### src/hdl/rc4_ram.sv
module rc4_ram #(
  parameter int unsigned WIDTH = 8,
  parameter int unsigned DEPTH = 256
) (
  input  logic                                     clk_i,
  input  logic                                     we_i,
  input  logic [((DEPTH > 1) ? $clog2(DEPTH) : 1)-1:0] waddr_i,
  input  logic [WIDTH-1:0]                         wdata_i,
  input  logic [((DEPTH > 1) ? $clog2(DEPTH) : 1)-1:0] raddr_i,
  output logic [WIDTH-1:0]                         rdata_o
);

  logic [WIDTH-1:0] mem [DEPTH];

  always_ff @(posedge clk_i) begin
    if (we_i) begin
      mem[waddr_i] <= wdata_i;
    end
    rdata_o <= mem[raddr_i];
  end

endmodule

### config.mk
export PLATFORM = sky130hd
export DESIGN_NAME = rc4_ram
export DESIGN_NICKNAME = d
export VERILOG_FILES = /design/src/hdl/rc4_ram.sv
export SDC_FILE = /design/constraint.sdc
export NUM_CORES = 2
export LEC_CHECK = 0
export ABC_AREA = 1
export BUFFER_PORTS_ARGS = -buffer_cell sky130_fd_sc_hd__buf_2
export CAP_MARGIN = 0
export CORE_MARGIN = 1.5
export CORE_UTILIZATION = 40
export CTS_CLUSTER_DIAMETER = 40
export DETAILED_ROUTE_END_ITERATION = 12
export PLACE_DENSITY = 0.53
export SYNTH_ARGS = -nofsm -noshare
export SYNTH_HDL_FRONTEND = slang
export SYNTH_SLANG_ARGS = --single-unit
export TNS_END_PERCENT = 20
### constraint.sdc
create_clock -name clk_i -period 2 [get_ports clk_i]
set_input_delay 0.3 -clock clk_i [delete_from_list [all_inputs] [get_ports clk_i]]
set_output_delay 0.3 -clock clk_i [all_outputs]
set_load 0.02 [all_outputs]
==> results.json <==
{
  "nFillCells": 18060,
  "num_rows": 167,
  "synthDistinctLibCells": 14,
  "rsz0062_at_grt": "false",
  "outcome": "finished, final reports clean",
  "seq_area_frac_synth_pct": 73.94,
  "grt_pass1_wl_mm": 375.5,
  "rrSetupSlack_ns": 0.04,
  "synth_nets": 7029,
  "synthCells": 7003,
  "synth_area_leaders": "edfxtp_1, nand3_1, nand2_1",
  "p_leak_uw": 0.03736,
  "final_max_slew_viol_count": 0,
  "cts.clk_slew.worst_paths_ns": 0.06,
  "synth_seq_cells": 2056,
  "cap_violations": 0,
  "coreArea_um2": 207100,
  "period_share_pct": 97.88,
  "grt_overflow": 0,
  "netlist.area_leader.share_pct": 73.74,
  "final_hold_viol_count": 0,
  "final_area_um2": 103100,
  "drc": 0,
  "port_buffers": 33,
  "avgSynthCellArea_um2": 11.91,
  "yosys_warnings": 0,
  "tightest_slew_ns": 0.6193,
  "cts_buffer_depth": 4,
  "grtUsageTotal_pct": 24.06,
  "routed_wl_mm": 256.1,
  "drt_first_iter_violations": 5767,
  "chipWidth_um": 459.6,
  "hpwl_mm": 162.9,
  "antenna_left": 0,
  "worst_slack_ns": 0.04241,
  "nNetsFinal": 7670,
  "cp-start-kind": "register",
  "clk_latency_ns": 0.93,
  "clock-sinks": 2056,
  "cts_buffers": 315,
  "area_delta_synth_final_pct": 23.57,
  "dr.pass1.iters": 6,
  "tritoncts": "yes",
  "h-tree-depth": 5,
  "skew_ns": 0.05791,
  "hold_class": "input pin to register",
  "ioPinCount": 34,
  "cts_root_buffer": "clkbuf_16",
  "dp_slack_ns": -0.8844,
  "setup_violations": 0,
  "routedWlPerCell_um": 24.02,
  "final_util_pct": 49.77,
  "fin_crit_ns": 1.958,
  "dieArea_um2": 211200,
  "max_freq_mhz": 510.8,
  "arrival_ns": 2.73,
  "grt_pass1_vias": 56370,
  "initial_core_util_pct": 40.27,
  "drive_gt1_share_pct": 16.79,
  "criticalPathCategory": "register to register",
  "yosysTopAreaCell": "edfxtp_1",
  "fin_hold_ws_ns": 0.2648,
  "peakVddDrop_mv": 0.9836,
  "worstSetupEndpointType": "register",
  "cp_max_fo": 1,
  "place_area_um2": 92610,
  "critPathRequiredTime_ns": 2.77,
  "fin_tns_setup_ns": 0,
  "relSlewSlack_pct": 58.71,
  "power_density_nw_per_um2": 1048,
  "die_y_um": 459.6,
  "vias": 57320,
  "viasPerCell": 5.375,
  "netlist_area_um2": 83400,
  "grt_start_max_net_pins": 75,
  "gp_congestion": 0.9081,
  "antenna_found_initial": 6
}
final cells by class:
cell class | instances | area (um2) | share of cell area [%]
sequential | 2056 | 61660 | 59.83
multi-input combinational | 4425 | 19190 | 18.62
timing repair buffer | 807 | 8205 | 7.962
clock buffer | 342 | 8112 | 7.871
tap | 2788 | 3488 | 3.385
clock inverter | 206 | 2216 | 2.150
inverter | 39 | 180.2 | 0.1748
antenna | 1 | 2.502 | 0.002428
logic make-up after synthesis:
logic type,Yosys count,share of synthesized area [%]
simple gates,4425,22.95
buf+inv,522,3.119
flops,2056,73.94
synth_stat cells, drive strengths merged:
cell type and count:
clkbuf 112, nor2 283, inv 39, dfxtp 8, buf 371, edfxtp 2048
nand3 2019, nand2 2123
per-layer routing:
layer  track usage (%)  up-vias  share of wire, %
li1                  -    26260                 -
met1             32.81    28420                43
met2             38.96     2120                47
met3             3.659      523               6.4
met4             8.951        0               3.6
met5                 0        -                 0
cells in the final DEF (no fill, tap or decap), drive strengths merged:
cell type	netlist	routed
nand2	2123	2123
edfxtp	2048	2048
nand3	2019	2019
buf	371	797
clkbuf	112	342
nor2	283	283
clkinv	0	96
inv	39	76
clkinvlp	0	41
bufinv	0	32
dlygate4sd3	0	10
dfxtp	8	8
diode	0	1
worst max-delay path, stage by stage (launching register included):
cell	delay (ns)
edfxtp_1	0.36
nand2_1	0.08
nand3_1	0.09
nand3_1	0.16
nand3_1	0.14
nand3_1	0.11
nand3_1	0.24
nand3_1	0.25
buf_4	0.14
nand2_1	0.05
nand2_1	0.13
nand2_1	0.08
sequential cells by signal, summed over array words and instances (netlist names):
signal / count
mem: 2048
rdata_o: 8
path summary, 6_finish.rpt:
check                            startpoint     endpoint  cells after the start
worst min register to register  mem[150][2]   rdata_o[2]                     10
worst min-delay path                   we_i  mem[182][3]                      5
worst max-delay path            mem[254][6]   rdata_o[6]                     11
worst max register to register  mem[254][6]   rdata_o[6]                     11
stage by stage:
| step | total power, uW | instances |
|---|---|---|
| floorplan | 51390 | 7003 |
| finish | 108000 | 10660 |
| global route | 110900 | 10660 |
| global placement | 55020 | 10110 |
| CTS | 108700 | 10660 |
| detailed placement | 55060 | 10110 |
report_power, final:
group          internal (uW)  switching, uW  total (uW)
Clock                  33700          20100       53800
Combinational           2070           4540        6610
Sequential             47500           74.3       47600
repair_timing:
action,CTS,global route
setup buffers,0,0
endpoints found under the hold margin,443,0
gates cloned,0,0
setup endpoints to repair,4,3
gates resized for setup,4,3
hold buffers,10,0
Note: power is estimated with default switching activity, not from simulation.
