===== src/hdl/rc4_pkg.sv =====
package rc4_pkg;

  localparam int unsigned SBOX_SIZE = 256;
  localparam int unsigned SBOX_AW   = 8;

  localparam logic CMD_KEY  = 1'b0;
  localparam logic CMD_DATA = 1'b1;

  typedef logic [SBOX_AW-1:0] sbox_addr_t;
  typedef logic [7:0]         byte_t;

  // one access request to the S-box per cycle: one write, one read, clear
  typedef struct packed {
    logic       clear;
    logic       wr_en;
    sbox_addr_t wr_addr;
    byte_t      wr_data;
    sbox_addr_t rd_addr;
  } sbox_req_t;

endpackage


===== src/hdl/rc4_ram.sv =====
module rc4_ram #(
  parameter int unsigned WIDTH = 8,
  parameter int unsigned DEPTH = 256
) (
  input  logic                                     clk_i,
  input  logic                                     we_i,
  input  logic [((DEPTH > 1) ? $clog2(DEPTH) : 1)-1:0] waddr_i,
  input  logic [WIDTH-1:0]                         wdata_i,
  input  logic [((DEPTH > 1) ? $clog2(DEPTH) : 1)-1:0] raddr_i,
  output logic [WIDTH-1:0]                         rdata_o
);

  logic [WIDTH-1:0] mem [DEPTH];

  always_ff @(posedge clk_i) begin
    if (we_i) begin
      mem[waddr_i] <= wdata_i;
    end
    rdata_o <= mem[raddr_i];
  end

endmodule


===== src/hdl/rc4_sbox.sv =====
module rc4_sbox (
  input  logic              clk_i,
  input  logic              rst_ni,
  input  rc4_pkg::sbox_req_t req_i,
  output rc4_pkg::byte_t    rdata_o
);
  import rc4_pkg::*;

  // per-entry written flags; an unwritten entry reads as its own index
  logic [SBOX_SIZE-1:0] vld_q;
  logic                 rd_vld_q;
  sbox_addr_t           rd_addr_q;
  byte_t                ram_rdata;

  rc4_ram #(
    .WIDTH(8),
    .DEPTH(SBOX_SIZE)
  ) u_ram (
    .clk_i  (clk_i),
    .we_i   (req_i.wr_en),
    .waddr_i(req_i.wr_addr),
    .wdata_i(req_i.wr_data),
    .raddr_i(req_i.rd_addr),
    .rdata_o(ram_rdata)
  );

  always_ff @(posedge clk_i or negedge rst_ni) begin
    if (!rst_ni) begin
      vld_q    <= '0;
      rd_vld_q <= 1'b0;
    end else begin
      rd_vld_q <= vld_q[req_i.rd_addr];
      if (req_i.clear) begin
        vld_q <= '0;
      end else if (req_i.wr_en) begin
        vld_q[req_i.wr_addr] <= 1'b1;
      end
    end
  end

  always_ff @(posedge clk_i) begin
    rd_addr_q <= req_i.rd_addr;
  end

  assign rdata_o = rd_vld_q ? ram_rdata : rd_addr_q;

endmodule


===== config.mk =====
export PLATFORM = sky130hd
export DESIGN_NAME = rc4_sbox
export DESIGN_NICKNAME = d
export VERILOG_FILES = /design/src/hdl/rc4_pkg.sv /design/src/hdl/rc4_ram.sv /design/src/hdl/rc4_sbox.sv
export SDC_FILE = /design/constraint.sdc
export NUM_CORES = 2
export LEC_CHECK = 0
export BUFFER_PORTS_ARGS = -buffer_cell sky130_fd_sc_hd__buf_2
export CAP_MARGIN = 15
export CORE_MARGIN = 10
export CORE_UTILIZATION = 55
export CTS_CLUSTER_DIAMETER = 50
export DETAILED_ROUTE_END_ITERATION = 6
export PLACE_DENSITY = 0.81
export SLEW_MARGIN = 10
export SYNTH_ARGS = -nofsm -noshare
export SYNTH_HDL_FRONTEND = slang
export SYNTH_SLANG_ARGS = --single-unit

===== constraint.sdc =====
create_clock -name clk_i -period 4.6 [get_ports clk_i]
set_input_delay 0.69 -clock clk_i [delete_from_list [all_inputs] [get_ports clk_i]]
set_output_delay 0.69 -clock clk_i [all_outputs]
set_load 0.01 [all_outputs]

==> out/metrics.csv <==
metric;value;unit
run status;completed;
number of flops mapped to enable cells by yosys;2048;
critical path, cell by cell;buf_8 -> buf_4 -> mux4_2 -> a22o_1 -> a221oi_1 -> o22ai_1 -> o32ai_1 -> buf_4 -> nor3_1;
clock period minus worst slack;3.46;ns
r2r setup slk;1.70;ns
reg2reg end;u_ram.rdata_o[4];
root buf cell;clkbuf_16;
fraction of registers with async set/reset;11.1;%
fin cells;7212;
final setup fails;0;
critical path endpoint;u_ram.rdata_o[7];
worst min path class;input port to register;
I/O pins;36;
Least-Margin Pin Slew;1.26;ns
setup bufs post-CTS;0;
Synth top area share;67.9;%
total of max-cap violations;0;
storage element area;68300;um^2
pins over their slew limit;0;
crit-path max cell delay;0.58;ns
CP required;5.35;ns
Clock power frac;41.4;%
most frequent CP cell;buf_4;
die area;181000;um^2
1st-iter DRT viols;7832;
final RePlAce weighted congestion;0.897;
Syn Nets;4713;
clk buf depth;3;
CTS tree;yes;
vias in the first global route;49000;
RSZ-0062 raised after global routing;no;
post-layout util;61.7;%
filler instances;10500;
Pwr Total;43.1;mW
initial antenna violation count;19;
Yosys reg bits;2321;
Synth Instances;4685;
crit path buf inv count;3;
Initial Util;55.5;%
first-pass GRT wire length;342000;um
Core ar.;163000;um^2
total CTS buffers;216;
DRC;0;
LEAKAGE;33.1;nW
final WL;234000;um
area of the multi-input gates;20500;um^2
startpoint types;input port;
clock skew;0.0671;ns
drt pass-1 iters;6;
I/O Buffers;35;
Levels on crit path;9;
cell family with most CP delay;compound AO/OA/AOI/OAI gates;
ys flop type;edfxtp_1;
pin count of the biggest net entering global routing;131;
Area contributors post-synth;edfxtp_1 (68%), mux4_2 (12%), dfrtp_1 (7.1%), nor2_1 (3.1%), mux2i_1 (2.3%);
detailed placer's ending HPWL;137000;um
CTS H-tree depth;4;
NumNets Final;4865;
clock-pin slew on the worst setup and hold paths;0.06;ns
sequential element share of the synthesized area;75.3;%
Via Count;49200;
Worst R2R Path Depth;6;
slew margin rel.;15.5;%
Worst path slowest cell;mux4_2;
grt total ovfl;0;
synth-to-layout area growth;11.2;%
CP Class;input port to register;
P_sw;9.51;mW
GRT Total Usage;25.6;%
Yosys cell types;59;
setup TNS;0;ns
drt wl/cell;32.4;um
Int Power;33.5;mW
Arr. time, crit path;4.21;ns
Syn Area/Cell;19.3;um^2
clock latency at the later pin of the worst-skew pair;0.89;ns
Power Dens Cells;428;nW/um^2
Vias/cell;6.82;
layout cell share with drive strength beyond 1;21.8;%
Tcrit/Tclk final;75.2;%
peak supply drop;390;uV
fmax;289;MHz
pre-CTS setup slack;0.357;ns
area of the mapped netlist;90600;um^2
clk sinks;2321;
cell taking the most area after synthesis;edfxtp_1;
Die W;426;um
sequential share of power;53.5;%
Hold Vio Cnt, Final;0;
antenna viol nets, final;0;
Sw Share;22.1;%
std cell rows;148;
Worst setup EP type;register;
Inst Count DP;6793;
worst flop-to-flop path startpoint;u_ram.mem[145][4];
YS warnings;0;
Critical Path Source;req_i[0];
setup ws final;1.14;ns
Combinational Power Share;5.1;%
Die H;426;um
critical path fanouts, max;45;
[routing by layer]
layer | wire [um] | GRT usage, % | vias to the layer above
met1 | 80900 | 33.9 | 25200
met5 | 80 | 0 | -
met4 | 14200 | 14.0 | 12
li1 | - | - | 19200
met2 | 110000 | 39.6 | 4031
met3 | 28500 | 5.95 | 753
[cells in the final DEF (no fill, tap or decap), drive strengths merged, types with 12 or more instances in the layout]
master,netlist,final
a211oi,23,23
a21oi,60,60
a221oi,50,50
a22o,48,48
a22oi,53,53
a311oi,15,15
buf,137,210
bufinv,0,13
clkbuf,148,299
clkinv,1,92
clkinvlp,0,12
dfrtp,257,257
dfxtp,16,16
edfxtp,2048,2048
mux2i,205,205
mux4,498,498
nand2,44,44
nand3,40,40
nor2,738,738
nor2b,17,17
nor3,24,24
o21ai,24,24
o21ba,30,30
o221ai,50,50
o22ai,69,69
or3,14,14
[registers in the layout (all words and copies together) (netlist names)]
register and flops:
rd_vld_q 1, vld_q 256, rd_addr_q 8, u_ram.rdata_o 8
u_ram.mem 2048
[worst reg2reg max path, stage by stage, from the launching register on]
cell      delay [ns]
edfxtp_1        0.39
mux4_2          0.50
a22o_1          0.25
a221oi_1        0.45
o22ai_1         0.14
a211oi_1        0.87
nor4_1          0.13
[worst min path at each step]
stage,cells past startpoint,from,end
global placement,2,vld_q[75],vld_q[75]
CTS,1,req_i[6],rd_addr_q[6]
detailed placement,2,vld_q[218],vld_q[218]
global route,1,req_i[6],rd_addr_q[6]
finish,1,req_i[6],rd_addr_q[6]
floorplan,0,rst_ni,rd_vld_q
[what timing repair did]
item,CTS,global route
hold endpoints to repair,80,0
resized for setup,0,0
hold buffers,1,0
setup endpoints to repair,0,0
[synth_stat cells (10+ instances only)]
master,instances
buf_4,29
a21oi_1,60
o21ba_2,30
nor2b_1,17
mux4_2,495
dfrtp_1,257
nand4_1,10
nand2_1,44
o32ai_1,10
nor3_1,24
edfxtp_1,2048
mux2i_1,205
a221oi_1,46
nor2_1,737
a311oi_1,15
buf_12,17
or3_1,14
o22ai_1,69
a211oi_1,22
o21ai_0,21
dfxtp_1,16
a22o_1,48
clkbuf_1,148
a22oi_1,53
buf_2,45
nand3_1,40
buf_6,29
o221ai_1,49
[power by group through the flow]
stage	Clock, mW	Sequential [mW]	Combinational [mW]
after floorplan	0	23.4	1.17
after global placement	0	23.5	2.10
after detailed placement	0	23.5	2.15
after CTS	17.9	23.0	2.17
after global routing	18.7	23.0	2.28
final	17.8	23.0	2.21
[logic make-up after synthesis]
kind of cell / synth area share [%]
and+or+nand+nor: 4.12
AOI/OAI and AO/OA: 3.75
buffers and inverters: 2.04
DFF: 75.3
muxes: 14.8
[stage by stage]
stage	area, um^2	hold slack [ns]
floorplan	90600	0.394
global placement	93500	0.472
detailed placement	93500	0.484
CTS	101000	0.124
global route	101000	0.156
finish	101000	0.194
[final cells by class]
type | instances | area share [%]
diodes | 7 | 0.0174
clock buffers | 291 | 5.85
clock inverters | 120 | 1.26
inverters | 4 | 0.0149
multi-input cells | 2075 | 20.4
flip-flops and latches | 2321 | 67.8
well taps | 2175 | 2.70
repair buffers | 219 | 2.00
(Power assumes the default switching activity.)
